--- config.mk ---
export PLATFORM = sky130hd
export DESIGN_NAME = block_transposition_cipher
export DESIGN_NICKNAME = d
export VERILOG_FILES = /design/src/hdl/bts_pkg.sv /design/src/hdl/block_transposition_cipher.sv
export SDC_FILE = /design/constraint.sdc
export NUM_CORES = 1
export LEC_CHECK = 0
export BUFFER_PORTS_ARGS = -buffer_cell sky130_fd_sc_hd__clkbuf_2
export CORE_ASPECT_RATIO = 0.8
export CORE_MARGIN = 2
export CORE_UTILIZATION = 40
export DETAILED_ROUTE_END_ITERATION = 8
export GPL_TIMING_DRIVEN = 0
export HOLD_SLACK_MARGIN = 0.02
export PLACE_DENSITY_LB_ADDON = 0.1
export SKIP_LAST_GASP = 1
export SLEW_MARGIN = 10
export SYNTH_ARGS = -nofsm -noshare
export SYNTH_HDL_FRONTEND = slang
export SYNTH_SLANG_ARGS = --single-unit
--- constraint.sdc ---
create_clock -name aclk -period 4.45 [get_ports aclk]
set_input_delay 0.6675 -clock aclk [delete_from_list [all_inputs] [get_ports aclk]]
set_output_delay 0.6675 -clock aclk [all_outputs]
set_load 0.05 [all_outputs]
--- src/hdl/bts_pkg.sv ---
`default_nettype none
package bts_pkg;

    localparam int BYTE_W      = 8;
    localparam int KEY_ENTRY_W = 4;
    localparam int KEY_ENTRIES = 16;
    localparam int KEY_W       = KEY_ENTRY_W * KEY_ENTRIES;
    localparam int BLEN_W      = 5;
    localparam int CFG_IDX_W   = 2;
    localparam int CFG_DATA_W  = KEY_W;
    localparam int CMP_W       = KEY_ENTRY_W + 2;

    localparam logic [CFG_IDX_W-1:0] CFG_CIPHER_MODE     = 2'd0;
    localparam logic [CFG_IDX_W-1:0] CFG_BLOCK_LENGTH    = 2'd1;
    localparam logic [CFG_IDX_W-1:0] CFG_PERMUTATION_KEY = 2'd2;

    localparam logic              MODE_RESET = 1'b1;
    localparam logic [BLEN_W-1:0] BLEN_RESET = 5'd8;

    typedef enum logic {
        ST_FILL  = 1'b0,
        ST_DRAIN = 1'b1
    } state_t;

endpackage
`default_nettype wire

--- src/hdl/block_transposition_cipher.sv ---
// Block transposition cipher.
// Input channel (s_valid/s_ready, s_data_byte): one byte per transaction. Bytes
// fill a block of block_length bytes; each byte is written into a MAX_BLOCK-entry
// slot memory at its permuted position (encrypt: key entry of its position;
// decrypt: last position whose key entry names it, else slot 0).
// Output channel (m_valid/m_ready): when a block completes, its slots are read
// out of the memory in order, one transaction per cycle while m_ready is high,
// m_block_last on the final slot and m_key_error on all slots if any key entry
// used was out of range. A block is taken in full before it is emitted;
// s_ready is low while a block is being emitted. The first result is
// presented the cycle after the completing byte is accepted (the slot memory
// read is registered, covered by reading slot 0 during the fill).
// When m_ready is low the current slot is held and the read address stays put.
// Slots not written in a block read as zero through per-slot valid bits that
// are cleared at every block start.
// Reset: mode encrypt, block_length 8, key zero, fill count zero, no output.
// Configuration writes (cfg_wr_en/cfg_index/cfg_wr_data) take effect at once
// and are expected only while the block is idle.
`default_nettype none
module block_transposition_cipher
    import bts_pkg::*;
#(
    parameter int MAX_BLOCK = 16
) (
    input  wire                    aclk,
    input  wire                    aresetn,
    input  wire                    cfg_wr_en,
    input  wire  [CFG_IDX_W-1:0]   cfg_index,
    input  wire  [CFG_DATA_W-1:0]  cfg_wr_data,
    input  wire                    s_valid,
    output logic                   s_ready,
    input  wire  [BYTE_W-1:0]      s_data_byte,
    output logic                   m_valid,
    input  wire                    m_ready,
    output logic [BYTE_W-1:0]      m_out_byte,
    output logic                   m_block_last,
    output logic                   m_key_error
);

    localparam int IDX_W = (MAX_BLOCK > 1) ? $clog2(MAX_BLOCK) : 1;
    localparam int LEN_W = $clog2(MAX_BLOCK + 1);

    // configuration
    logic              mode_reg;
    logic [BLEN_W-1:0] blen_reg;
    logic [KEY_W-1:0]  key_reg;

    // control
    state_t             state_reg, state_next;
    logic [IDX_W-1:0]   fill_reg, fill_next;
    logic               err_reg, err_next;
    logic [MAX_BLOCK-1:0] slot_vld_reg, slot_vld_next;
    logic [IDX_W-1:0]   idx_reg, idx_next;
    logic [IDX_W-1:0]   last_reg, last_next;

    // slot memory and its read port
    logic [BYTE_W-1:0]  mem [MAX_BLOCK];
    logic [BYTE_W-1:0]  rd_data_reg;
    logic               rd_vld_reg;
    logic [IDX_W-1:0]   rd_addr;

    logic [LEN_W-1:0]       eff_len;
    logic [KEY_ENTRY_W-1:0] key_k;
    logic                   key_bad;
    logic [IDX_W-1:0]       dec_dest;
    logic                   in_xact, out_xact, blk_done;
    logic                   wr_en;
    logic [IDX_W-1:0]       wr_addr;

    always_ff @(posedge aclk) begin
        if (!aresetn) begin
            mode_reg <= MODE_RESET;
            blen_reg <= BLEN_RESET;
            key_reg  <= '0;
        end else if (cfg_wr_en) begin
            case (cfg_index)
                CFG_CIPHER_MODE:     mode_reg <= cfg_wr_data[0];
                CFG_BLOCK_LENGTH:    blen_reg <= cfg_wr_data[BLEN_W-1:0];
                CFG_PERMUTATION_KEY: key_reg  <= cfg_wr_data;
                default: ;
            endcase
        end
    end

    always_comb begin
        if (blen_reg == '0) begin
            eff_len = LEN_W'(1);
        end else if (blen_reg > BLEN_W'(MAX_BLOCK)) begin
            eff_len = LEN_W'(MAX_BLOCK);
        end else begin
            eff_len = LEN_W'(blen_reg);
        end
    end

    assign key_k   = key_reg[fill_reg*KEY_ENTRY_W +: KEY_ENTRY_W];
    assign key_bad = CMP_W'(key_k) >= CMP_W'(eff_len);

    // inverse permutation: last position below the length whose entry names fill_reg
    always_comb begin
        dec_dest = '0;
        for (int i = 0; i < MAX_BLOCK; i++) begin
            if ((CMP_W'(i) < CMP_W'(eff_len)) &&
                (CMP_W'(key_reg[i*KEY_ENTRY_W +: KEY_ENTRY_W]) == CMP_W'(fill_reg))) begin
                dec_dest = IDX_W'(i);
            end
        end
    end

    assign in_xact  = s_valid && s_ready;
    assign out_xact = m_valid && m_ready;
    assign blk_done = (CMP_W'(fill_reg) + CMP_W'(1)) >= CMP_W'(eff_len);
    assign wr_en    = in_xact && (!mode_reg || !key_bad);
    assign wr_addr  = mode_reg ? IDX_W'(key_k) : dec_dest;

    // next state
    always_comb begin
        state_next = state_reg;
        case (state_reg)
            ST_FILL: begin
                if (in_xact && blk_done) begin
                    state_next = ST_DRAIN;
                end
            end
            ST_DRAIN: begin
                if (out_xact && m_block_last) begin
                    state_next = ST_FILL;
                end
            end
            default: state_next = ST_FILL;
        endcase
    end

    // outputs and datapath control
    always_comb begin
        s_ready       = 1'b0;
        m_valid       = 1'b0;
        fill_next     = fill_reg;
        err_next      = err_reg;
        slot_vld_next = slot_vld_reg;
        idx_next      = idx_reg;
        last_next     = last_reg;
        rd_addr       = '0;
        case (state_reg)
            ST_FILL: begin
                s_ready = 1'b1;
                if (in_xact) begin
                    if (fill_reg == '0) begin
                        slot_vld_next = '0;
                        err_next      = 1'b0;
                    end
                    if (wr_en) begin
                        slot_vld_next[wr_addr] = 1'b1;
                    end
                    err_next  = err_next | key_bad;
                    fill_next = blk_done ? '0 : fill_reg + IDX_W'(1);
                    last_next = IDX_W'(eff_len - LEN_W'(1));
                    idx_next  = '0;
                end
            end
            ST_DRAIN: begin
                m_valid = 1'b1;
                rd_addr = idx_reg;
                if (out_xact) begin
                    if (m_block_last) begin
                        idx_next = '0;
                        rd_addr  = '0;
                    end else begin
                        idx_next = idx_reg + IDX_W'(1);
                        rd_addr  = idx_reg + IDX_W'(1);
                    end
                end
            end
            default: ;
        endcase
    end

    assign m_out_byte   = rd_vld_reg ? rd_data_reg : '0;
    assign m_block_last = (idx_reg == last_reg);
    assign m_key_error  = err_reg;

    always_ff @(posedge aclk) begin
        if (!aresetn) begin
            state_reg    <= ST_FILL;
            fill_reg     <= '0;
            err_reg      <= 1'b0;
            slot_vld_reg <= '0;
            idx_reg      <= '0;
            last_reg     <= '0;
            rd_vld_reg   <= 1'b0;
        end else begin
            state_reg    <= state_next;
            fill_reg     <= fill_next;
            err_reg      <= err_next;
            slot_vld_reg <= slot_vld_next;
            idx_reg      <= idx_next;
            last_reg     <= last_next;
            rd_vld_reg   <= slot_vld_next[rd_addr];
        end
    end

    always_ff @(posedge aclk) begin
        if (wr_en) begin
            mem[wr_addr] <= s_data_byte;
        end
    end

    // forward a same-cycle write to the read port
    always_ff @(posedge aclk) begin
        if (wr_en && (wr_addr == rd_addr)) begin
            rd_data_reg <= s_data_byte;
        end else begin
            rd_data_reg <= mem[rd_addr];
        end
    end

`ifndef ASSERT_OFF
    a_no_overlap: assert property (@(posedge aclk) disable iff (!aresetn)
        !(s_ready && m_valid))
        else $error("input accepted while a block is being emitted");

    a_last_ends_block: assert property (@(posedge aclk) disable iff (!aresetn)
        (out_xact && m_block_last) |=> (!m_valid && s_ready))
        else $error("output still valid after last transaction");

    a_err_steady: assert property (@(posedge aclk) disable iff (!aresetn)
        (out_xact && !m_block_last) |=> (m_key_error == $past(m_key_error)))
        else $error("key_error changed within a block");

    a_fill_starts_drain: assert property (@(posedge aclk) disable iff (!aresetn)
        (in_xact && blk_done) |=> (m_valid && (idx_reg == '0) && (fill_reg == '0)))
        else $error("completed block not presented from slot zero");

    a_idx_bound: assert property (@(posedge aclk) disable iff (!aresetn)
        m_valid |-> (idx_reg <= last_reg))
        else $error("read index beyond block length");
`endif

endmodule
`default_nettype wire
# After elaboration in Yosys (flattened, before gate mapping)
# Memory sizes are Yosys's and may differ from the RTL's. A register that Yosys moved wholly into a read port is not among the register bits.
# Index checks and enable logic that the tools add are counted.
# totals
reg_bits,101
output_inout_bits,12
ram_bits,128
n_memories,1
input_bits,79
# op_classes
shift,1
add_sub_neg,4
n_mux,45
n_lt_le_gt_ge,21
n_bitwise,3
n_reduce_logical,31
n_eq_ne,19
# mem_list
memory,depth,word_bits,read_ports,rd_clocked_by_memory_dff,write_ports,line_no,rtl
mem,16,8,1,1,1,block_transposition_cipher.sv:57,logic [BYTE_W-1:0] mem [MAX_BLOCK];
# op_table
operator,count
two-way mux 16 bit,6
two-way mux 4 bit,20
equality test 4 bit,16
variable part select 64 x 7 -> 4 bit,1
less-than comparator 4 x 5 -> 1 bit (first input constant),8
logical AND 1 bit,21
less-than comparator 3 x 5 -> 1 bit (first input constant),4
bitwise OR 16 bit,1
two-way mux 1 bit,12
less-than comparator 2 x 5 -> 1 bit (first input constant),2
less-than comparator 4 x 5 -> 1 bit (second input constant),2
two-way mux 5 bit,2
adder 4 x 1 -> 4 bit (second input constant),2
two-way mux 8 bit,1
case mux 4 bit (2 select lines),1
AND reduction 2 bit,4
adder 4 x 1 -> 5 bit (second input constant),1
>= comparator 4 x 5 -> 1 bit,1
>= comparator 5 bit,1
> comparator 5 bit (second input constant),1
zero test 5 bit,1
less-than comparator 1 x 5 -> 1 bit (first input constant),1
binary-select mux 1 bit (select 4 bit),1
demux 1 bit (select 4 bit),1
12 further kinds,13

# Depth between registers and ports, before layout
# Gate-level depths: netlist of the first run.
# logic_depth
ltp_word,31
mapped_depth,16
ltp_nobuf,14

# Least setup slack after synthesis of the first run
# Ideal clock, no wire load.
# synth_path
path_kind,flip-flop to flip-flop
startpoint,register fill_reg[0]
endpoint,"memory mem[10][0], enable pin"
required_ns,4.076
slack_ns,0.736
n_path_buf,1
stages_incl_launch_ff,14
period_less_slack_ns,3.714
arrival_ns,3.341
setup_ns,0.374
path_cell_list,dfxtp_1 -> buf_6 -> mux4_1 -> mux2_2 -> o21ai_2 -> ha_1 -> nand2b_1 -> a21o_1 -> a21o_1 -> a21oi_1 -> nor2_1 -> a21oi_1 -> nand3b_1 -> nor2_1
# synth_via
elab_chain_cells,18
elab_cells_between_ends,53
classes_between,order compare: 1; eq/ne: 15; shift: 1; mux: 18; reduce/logical: 18
# synth_lines
element,line_no,rtl
"start, declared",block_transposition_cipher.sv:50,"logic [IDX_W-1:0] fill_reg, fill_next;"
"start signal, assigned",block_transposition_cipher.sv:192,fill_reg <= fill_next;
equality test 4 bit,block_transposition_cipher.sv:103,(CMP_W'(key_reg[i*KEY_ENTRY_W +: KEY_ENTRY_W]) == CMP_W'(fill_reg))) begin
logical AND 1 bit,block_transposition_cipher.sv:102,if ((CMP_W'(i) < CMP_W'(eff_len)) &&
two-way mux 1 bit,block_transposition_cipher.sv:102,
two-way mux 4 bit (14 in a row),block_transposition_cipher.sv:102,
two-way mux 4 bit,block_transposition_cipher.sv:113,assign wr_addr = mode_reg ? IDX_W'(key_k) : dec_dest;
"end, declared",block_transposition_cipher.sv:57,
# Several ways; a longest one is shown, not always the timed one.

# Worst setup path after layout of the first run
# layout_path
startpoint,register fill_reg[0]
endpoint,"memory mem[13][5], enable pin"
# The elaborated chain is that of the path after synthesis.

==> reports/results.txt, run 1 <==
Outcome - finished, final reports clean
Post-synth top area cell - edfxtp_1
Clock power frac - 41.0%
Length in cells of the worst reg-to-reg path - 15
Antenna diode count - 0
Boundary pin count - 91
Largest net degree at the start of global routing - 17
Clock skew - 14.33 ps
DRT iter0 DRCs - 589
CP required - 4680 ps
Via Count - 7616
Routed WL - 29.34 mm
Final Hold Fails - 0
Die H - 151.2 microns
CP endpoint kind - flip-flop
Worst-path clk slew - 70 ps
Max Cap Violations - 0
Worst skew pair latency - 530 ps
Core ar. - 0.02646 sq mm
Avg WL per Cell - 20.53 microns
Dpl hpwl - 20.61 mm
Post-Syn Instances - 914
Layout cells sized above 1 - 23.13%
R2R Path Start - fill_reg[0]
Die ar. - 0.02842 sq mm
Nets - 1144
Worst R2R Setup Slack - 190 ps
Placed Instances - 1360
Initial antenna violation count - 0
Number of global-route vias before repair - 7280
Area contributors post-synth - edfxtp_1, dfxtp_1, mux4_2, nand2_1, a21oi_1
Yosys cell types - 64
Internal Power - 3.783 mW
Row cnt - 53
Synth Flop Type - edfxtp_1
RSZ-0062 raised after global routing - no
Worst hold slack - 356.1 ps
Reg area - 0.005946 sq mm
Port Buffer Count - 89
Top-count cell post-synth - nand2_1
Switching fraction of total power - 25.21%
Remaining global-route overflow - 0
Top-area cell type share of the netlist area - 35.49%
CTS tree - built
Synth warn - 0
Pwr per Cell Area - 390.0 mW/mm^2
Clock period minus worst slack - 4259 ps
Worst Setup SP - fill_reg[0]
Gate power share - 12.1%
Slew headroom - 27.26%
NetSw - 1.275 mW
DR pass1 iterations - 7
Total power - 5.059 mW
Pins over their slew limit - 0
Routed Antenna Nets - 0
DRC viols - 0
Share of the yosys chip area belonging to registers - 54.90%
Starting Density - 40.93%
Mapped Area - 0.01083 sq mm
Layout area overhead - 19.78%
Non-filler instance count after layout - 1429
Hold Crit Class - in -> reg
Mapped Nets - 1006
Flop and latch count out of synthesis - 233
Fin Setup TNS - 0 ps
Seq pwr share - 46.9%
Worst vdd ir - 0.2780 mV
CTS max path bufs - 3
Setup violators final - 0
Final Cycle Share - 95.71%
Leakage - 4.626 nW
Vias per std cell - 5.330
Reg-to-reg endpoint - mem[13][5]
CTS H-tree lvls - 1
Setup CP Type - reg -> reg
Multi-input gate area - 0.004682 sq mm
Placer congestion estimate - 0.8869
CTS root buf - clkbuf_16
Filler cell count - 2407
Global-route wire length before repair - 44.66 mm
Clock sinks - 233
All-Layer GR Usage - 20.96%
Slew @ Worst Pin - 1091 ps
Die Width - 188.0 microns
Max Freq - 0.2348 GHz
CP endpoint - mem[13][5]
Final Util - 49.03%
Flip-flop count of the largest register after layout - 128
CP arrival - 4490 ps
Worst Path Max Fanout - 10
Asr flop ratio synth - 0%
Total CTS buffers - 26
EDFF count, synth - 128
Mapped Avg Cell Area - 11.85 sq um
Hold buffer count at CTS - 0
Startpoint types - flip-flop
Most frequent cells after synthesis - nand2_1, edfxtp_1, dfxtp_1, a21oi_1, nor2_1
## kinds of logic (layout without fill, tap and decap cells)
kind of cell	count (synthesis)	after routing	share of synthesized area, %
simple gates	311	311	13.09
flops	233	233	54.90
compound gates	148	148	8.376
mux	72	72	13.38
xor+xnor	70	70	5.661
buf+inv	67	225	3.096
fa+ha+maj	13	13	1.502
## cell type report
cell class / instances / share of cell area [%]
Tap cell: 357 / 3.443
Inverter: 11 / 0.3183
Sequential cell: 233 / 45.83
Clock buffer: 35 / 5.594
Multi-Input combinational cell: 614 / 36.09
Timing Repair Buffer: 110 / 5.613
Clock inverter: 13 / 0.8391
Buffer: 56 / 2.267
## critical path, cell delays in order, from the launching register on
cell      delay [ps]
dfxtp_1          540
buf_6            250
mux4_1           600
mux2_2           310
o21ai_2          200
ha_1             260
nand2b_1         140
a21o_1           170
a21o_1           170
a21oi_1          140
nor2_1           100
a21oi_2          320
nand4b_1         240
buf_4            240
nor2_4           120
buf_12           160
## what timing repair did
item / CTS / global route
setup endpoints to repair: 139 / 140
pin swaps: 2 / 12
gates resized for setup: 26 / 8
buffers inserted: 7 / 14
## stage by stage
stage | setup slack (ps) | instance area, sq um
2_1_floorplan | 735.6 | 10830
3_3_place_gp | -538.6 | 11720
3_5_place_dp | -499.0 | 11720
4_1_cts | -174.3 | 12710
5_1_grt | 5.306 | 12970
6_report | 190.8 | 12970
## power groups by stage
stage	combinational, mW	clock (mW)	sequential (mW)
2_1_floorplan	0.386	0	2.40
3_3_place_gp	0.566	0	2.42
3_5_place_dp	0.568	0	2.42
4_1_cts	0.584	2.12	2.37
5_1_grt	0.667	2.21	2.37
6_report	0.613	2.08	2.37
## placed cells by master (no fill, tap or decap), drive strengths merged, types with 4 or more instances in the layout
| cell type | netlist | routed |
|---|---|---|
| o21ai | 17 | 17 |
| clkinv | 0 | 8 |
| nor2 | 55 | 55 |
| a211oi | 5 | 5 |
| o211ai | 4 | 4 |
| o21a | 14 | 14 |
| mux2 | 4 | 4 |
| mux2i | 12 | 12 |
| a21o | 7 | 7 |
| a21oi | 82 | 82 |
| ha | 13 | 13 |
| nand2b | 11 | 11 |
| nor2b | 4 | 4 |
| edfxtp | 128 | 128 |
| xor2 | 25 | 25 |
| buf | 24 | 45 |
| nand4 | 7 | 7 |
| dfxtp | 105 | 105 |
| nor4 | 8 | 8 |
| nand2 | 167 | 167 |
| nor3 | 6 | 6 |
| xnor2 | 45 | 45 |
| inv | 11 | 13 |
| and2 | 23 | 23 |
| clkbuf | 32 | 156 |
| a31oi | 4 | 4 |
| nand3 | 11 | 11 |
| mux4 | 56 | 56 |
## layer usage
metal	global-route usage, %	vias up	share of wire (%)
met5	0	-	0
met4	3.661	0	1.5
met3	2.919	36	6.3
met2	29.31	248	40
met1	34.32	3741	53
li1	-	3591	-
## worst min path at each step
stage	from	endpoint	slack (ps)	cells after the start
6_report	cfg_wr_data[19]	key_reg[19]	360	3
5_1_grt	cfg_wr_data[15]	key_reg[15]	350	3
4_1_cts	cfg_wr_data[19]	key_reg[19]	340	3
3_5_place_dp	key_reg[0]	key_reg[0]	460	2
3_3_place_gp	key_reg[0]	key_reg[0]	450	2
2_1_floorplan	key_reg[1]	key_reg[1]	430	2
Power figures use the tool's default switching activity.
==> run 2: changes to the inputs <==
==> constraint.sdc (replaced) <==
create_clock -name aclk -period 3.6 [get_ports aclk]
set_input_delay 0.54 -clock aclk [delete_from_list [all_inputs] [get_ports aclk]]
set_output_delay 0.54 -clock aclk [all_outputs]
set_load 0.05 [all_outputs]
==> run 2 against run 1 <==
Compared with the run above: the run now ends with negative setup slack left; utilization grew 1.0 points; clock power grew 15%; die area is the same; critical path type unchanged; highest routed layer unchanged.
==> reports/results.txt, run 2 (same netlist as run 1, synthesis figures left out) <==
Outcome - complete, but fails checks
Failing checks - negative setup slack
Routed WL - 29.76 mm
Final Cycle Share - 100.4%
Layout area overhead - 22.32%
Avg WL per Cell - 20.60 microns
CTS root buf - clkbuf_16
Worst Path Max Fanout - 6
CP Cell Sequence - buf_12 -> mux4_2 -> mux2_4 -> o21ai_4 -> ha_4 -> nand2b_4 -> a21o_1 -> a21o_1 -> a21oi_2 -> nor2_4 -> a21oi_4 -> nand4b_1 -> buf_6 -> nor2_4 -> buf_12
Post-route cell area - 0.01325 sq mm
Via Count - 7575
Total CTS buffers - 25
Boundary pin count - 91
Slew headroom - 42.08%
Setup violators final - 12
Port Buffer Count - 89
Clock skew - 11.38 ps
Hold EP - key_reg[22]
Non-filler instance count after layout - 1445
Die Width - 188.0 microns
Slowest stage delay, CP - 520 ps
CP Buf/Inv Count - 3
Number of global-route vias before repair - 7320
Worst vdd ir - 0.3179 mV
Gate power share - 13.3%
Leakage - 4.737 nW
Clock period minus worst slack - 3614 ps
Hold buffer count at CTS - 0
Hold Crit Class - in -> reg
Clock power frac - 39.0%
Row cnt - 53
Worst R2R Setup Slack - -10 ps
Slew @ Worst Pin - 868.8 ps
Switching fraction of total power - 25.33%
Worst hold path cell count - 3
Pins over their slew limit - 0
Total power - 6.140 mW
Pwr per Cell Area - 463.5 mW/mm^2
Dpl hpwl - 20.76 mm
Nets - 1162
Worst hold slack - 241.5 ps
Die ar. - 0.02842 sq mm
Clock sinks - 233
Vias per std cell - 5.242
R2R Path Start - fill_reg[0]
Layout cells sized above 1 - 25.83%
Max Cap Violations - 0
Worst skew pair latency - 520 ps
Global-route wire length before repair - 45.31 mm
Flip-flop count of the largest register after layout - 128
Core ar. - 0.02646 sq mm
DR pass1 iterations - 5
CP endpoint kind - flip-flop
DRT iter0 DRCs - 613
Routed Antenna Nets - 0
NetSw - 1.555 mW
Internal Power - 4.584 mW
Most frequent cells in the layout - nand2_1, edfxtp_1, dfxtp_1
Reg-to-reg endpoint - mem[14][1]
Worst-path clk slew - 60 ps
All-Layer GR Usage - 21.25%
Max Freq - 0.2767 GHz
CP required - 3830 ps
Setup CP Type - reg -> reg
CP arrival - 3840 ps
Antenna diode count - 0
RSZ-0062 raised after global routing - yes
Placer congestion estimate - 0.8738
CTS H-tree lvls - 1
Length in cells of the worst reg-to-reg path - 15
Remaining global-route overflow - 0
Final Hold Fails - 0
Setup WS post-layout - -13.94 ps
Largest net degree at the start of global routing - 17
Initial antenna violation count - 1
Hold Path Origin - cfg_wr_data[22]
Filler cell count - 2390
Critical-path top delay cell - mux4_2
Die H - 151.2 microns
Commonest non-fill, non-tap cell in the layout - nand2_1
DRC viols - 0
Starting Density - 40.93%
Placed Instances - 1360
CTS tree - built
Placed inst area - 0.01174 sq mm
Seq pwr share - 47.7%
CP delay by family, top - compound AO/OA/AOI/OAI gates
Startpoint types - flip-flop
CTS max path bufs - 3
==> run 2: changes by cell type in the layout (fill, tap and decap cells not counted), sizes merged <==
| cell | previous run | this run |
|---|---|---|
| buf | 45 | 62 |
| clkinvlp | 2 | 3 |
| clkinv | 8 | 9 |
| clkbuf | 156 | 154 |
| inv | 13 | 12 |
==> run 2: worst max-delay path by stage <==
stage | from | end | cells after the start
CTS | fill_reg[0] | mem[8][5] | 14
global placement | fill_reg[0] | mem[12][0] | 13
floorplan | fill_reg[0] | mem[10][0] | 13
finish | fill_reg[0] | mem[14][1] | 15
detailed placement | fill_reg[0] | mem[14][0] | 13
global route | fill_reg[0] | mem[14][0] | 15
==> run 2: through the flow <==
step,utilization (%),setup TNS (ps),worst slack (ps)
3_5_place_dp,44.36,-152720,-1384
4_1_cts,49.52,0,2.926
2_1_floorplan,-,-8823,-114.4
6_report,50.07,-90.50,-13.94
5_1_grt,50.07,-5460,-112.0
3_3_place_gp,44.35,-155580,-1434
==> run 2: cell type report <==
type	instances	area [sq um]	area share (%)
clock inverters	14	100.1	0.7556
flip-flops and latches	233	5953	44.94
multi-input cells	614	4745	35.81
plain buffers	56	341.6	2.578
well taps	357	446.7	3.372
repair buffers	129	962.2	7.263
inverters	11	41.29	0.3117
clock buffers	31	658.1	4.968
==> run 2: timing repair <==
action                     CTS  global route
pin swaps                   25            21
gates resized for setup     63            21
setup buffers               35             5
setup endpoints to repair  153           144
==> run 2: metal layers <==
metal	share of wire (%)	up-vias	global-route usage, %
met5	0	-	0
met1	53	3705	34.85
li1	-	3614	-
met3	6.5	30	3.267
met4	1.2	0	3.268
met2	40	226	29.65
==> run 2: tightest hold or removal path: cells and delay by family <==
kind	cells	cell delay, ps
buf+inv	1	80
compound gates	1	50
simple gates	1	50
==> run 2: power groups by stage <==
stage	registers [mW]	logic, mW	clock network, mW
CTS	2.93	0.793	2.45
global route	2.93	0.885	2.55
floorplan	2.97	0.481	0
finish	2.93	0.817	2.39
detailed placement	2.99	0.714	0
global placement	2.99	0.711	0
==> run 3: changes to the inputs <==
--- a/config.mk
+++ b/config.mk
@@ -9,8 +9,8 @@
 export CORE_ASPECT_RATIO = 0.8
 export CORE_MARGIN = 2
 export CORE_UTILIZATION = 40
+export CTS_BUF_LIST = sky130_fd_sc_hd__clkbuf_8
 export DETAILED_ROUTE_END_ITERATION = 8
-export GPL_TIMING_DRIVEN = 0
 export HOLD_SLACK_MARGIN = 0.02
 export PLACE_DENSITY_LB_ADDON = 0.1
 export SKIP_LAST_GASP = 1
==> run 3 against run 2 <==
Compared with the run above: the flow now finishes without violations; global-route usage is 0.33 points lower; cell area is 2.8% lower; utilization is 1.4 points lower; largest cell class unchanged.
==> reports/results.txt, run 3 (same netlist as run 1, synthesis figures left out) <==
Outcome - finished, final reports clean
Worst vdd ir - 0.1907 mV
Total CTS buffers - 40
Dpl hpwl - 20.72 mm
Seq pwr share - 49.0%
Clock period minus worst slack - 3476 ps
Row cnt - 53
Antenna diode count - 0
Remaining global-route overflow - 0
Met2 Use GR - 28.56%
Port Buffer Count - 90
Final Util - 48.66%
Routed WL - 28.90 mm
Starting Density - 40.93%
DRT iter0 DRCs - 588
R2R Path Start - fill_reg[2]
Worst hold path cell count - 3
Final Cycle Share - 96.55%
Die ar. - 0.02842 sq mm
DP Worst Slack - -31.79 ps
Met1 usage - 33.63%
Slowest stage delay, CP - 540 ps
Flip-flop count of the largest register after layout - 128
NetSw - 1.578 mW
Gate power share - 12.4%
Layout area overhead - 18.88%
Max Cap Violations - 0
Clock sinks - 233
Pins over their slew limit - 0
CTS root buf - clkbuf_8
Avg WL per Cell - 19.99 microns
Switching fraction of total power - 26.34%
Vias per std cell - 5.261
Die Width - 188.0 microns
Initial antenna violation count - 0
GR peak layer - met1
Startpoint types - flip-flop
Worst R2R Setup Slack - 120 ps
CP Cell Sequence - mux4_2 -> mux2_2 -> nor2_1 -> a31oi_1 -> ha_1 -> a21o_1 -> a21oi_2 -> nor2_1 -> a21oi_1 -> buf_4 -> nand3b_1 -> nor2_1 -> buf_4
Reg area - 0.005952 sq mm
DR pass1 iterations - 5
Boundary pin count - 91
Clock skew - 19.38 ps
CP arrival - 3700 ps
Commonest non-fill, non-tap cell in the layout - nand2_1
Worst skew pair latency - 530 ps
Pwr per Cell Area - 465.5 mW/mm^2
Max Freq - 0.2877 GHz
CP required - 3830 ps
Most used cell, CP - nor2_1
CTS tree - built
Clock power frac - 38.6%
Largest net degree at the start of global routing - 65
GR Util met3 - 4.356%
All-Layer GR Usage - 20.92%
Core ar. - 0.02646 sq mm
Leakage - 4.782 nW
Setup WS post-layout - 124.0 ps
CTS max path bufs - 3
Final Hold Fails - 0
Slew @ Worst Pin - 704.2 ps
CTS H-tree lvls - 2
Critical-path top delay cell - mux4_2
CP endpoint kind - flip-flop
Slew headroom - 52.98%
Setup violators final - 0
Setup CP Type - reg -> reg
Number of global-route vias before repair - 7400
Worst Path Max Fanout - 10
Die H - 151.2 microns
RSZ-0062 raised after global routing - yes
Reg-to-reg endpoint - mem[11][6]
Length in cells of the worst reg-to-reg path - 13
Layout cells sized above 1 - 27.18%
Global-route wire length before repair - 44.81 mm
DRC viols - 0
Hold buffer count at CTS - 0
Worst-path clk slew - 60 ps
Most frequent cells in the layout - nand2_1, edfxtp_1, dfxtp_1
Routed Antenna Nets - 0
Filler cell count - 2416
Hold Path Origin - cfg_wr_data[18]
Via Count - 7608
Hold EP - key_reg[18]
Multi-input gate area - 0.004612 sq mm
Placer congestion estimate - 0.8253
Internal Power - 4.414 mW
Nets - 1150
Hold Crit Class - in -> reg
==> run 3: worst max-delay path by stage <==
stage                           start         end  slack, ps  depth (start not counted)
after CTS                 fill_reg[0]   mem[6][3]         30                         14
after detailed placement  fill_reg[0]  mem[12][0]        -30                         15
after floorplan           fill_reg[0]  mem[10][0]       -110                         13
final                     fill_reg[2]  mem[11][6]        120                         13
after global placement    fill_reg[0]   mem[9][7]         40                         14
after global routing      fill_reg[0]   mem[6][3]        -70                         14
==> run 3: power groups by stage <==
stage               logic (mW)  registers [mW]  clock network [mW]
floorplan                0.481            2.97                   0
global placement         0.730            2.99                   0
detailed placement       0.731            2.99                   0
CTS                      0.739            2.93                2.38
global route             0.815            2.94                2.49
finish                   0.745            2.94                2.31
==> run 3: per-stage QoR <==
stage / setup TNS [ps] / area, sq um / hold slack (ps) / instances / power, mW
2_1_floorplan: -8823 / 10840 / 432.0 / 914 / 3.448
3_5_place_dp: -794.0 / 12000 / 462.7 / 1372 / 3.720
5_1_grt: -1502 / 12870 / 218.8 / 1446 / 6.248
3_3_place_gp: 0 / 12000 / 457.1 / 1372 / 3.720
6_report: 0 / 12870 / 226.1 / 1446 / 5.993
4_1_cts: 0 / 12790 / 197.0 / 1446 / 6.053
==> run 3: cell type report <==
type	instances	area share [%]
Sequential cell	233	46.23
Multi-Input combinational cell	614	35.82
Timing Repair Buffer	158	8.173
Clock buffer	45	4.811
Tap cell	357	3.469
Clock inverter	28	1.176
Inverter	11	0.3207
==> run 3: what timing repair did <==
item                                    CTS  global route
setup buffers                             1             0
gates resized for setup                   5            23
pin swaps                                 2            12
endpoints found under the setup margin   92           135
hold endpoints to repair                  0             0
==> run 3: routing by layer <==
layer | vias to the layer above | part of all wire (%)
met3 | 35 | 7.0
met5 | - | 0
met4 | 0 | 1.4
met1 | 3703 | 52
met2 | 257 | 40
li1 | 3613 | -
==> run 3: worst max-delay path: cells and delay by family, from the launching register on <==
family,cells,cell delay (ps)
flops,1,520
fa+ha+maj,1,290
buf+inv,2,340
mux,2,810
compound gates,4,540
simple gates,4,670
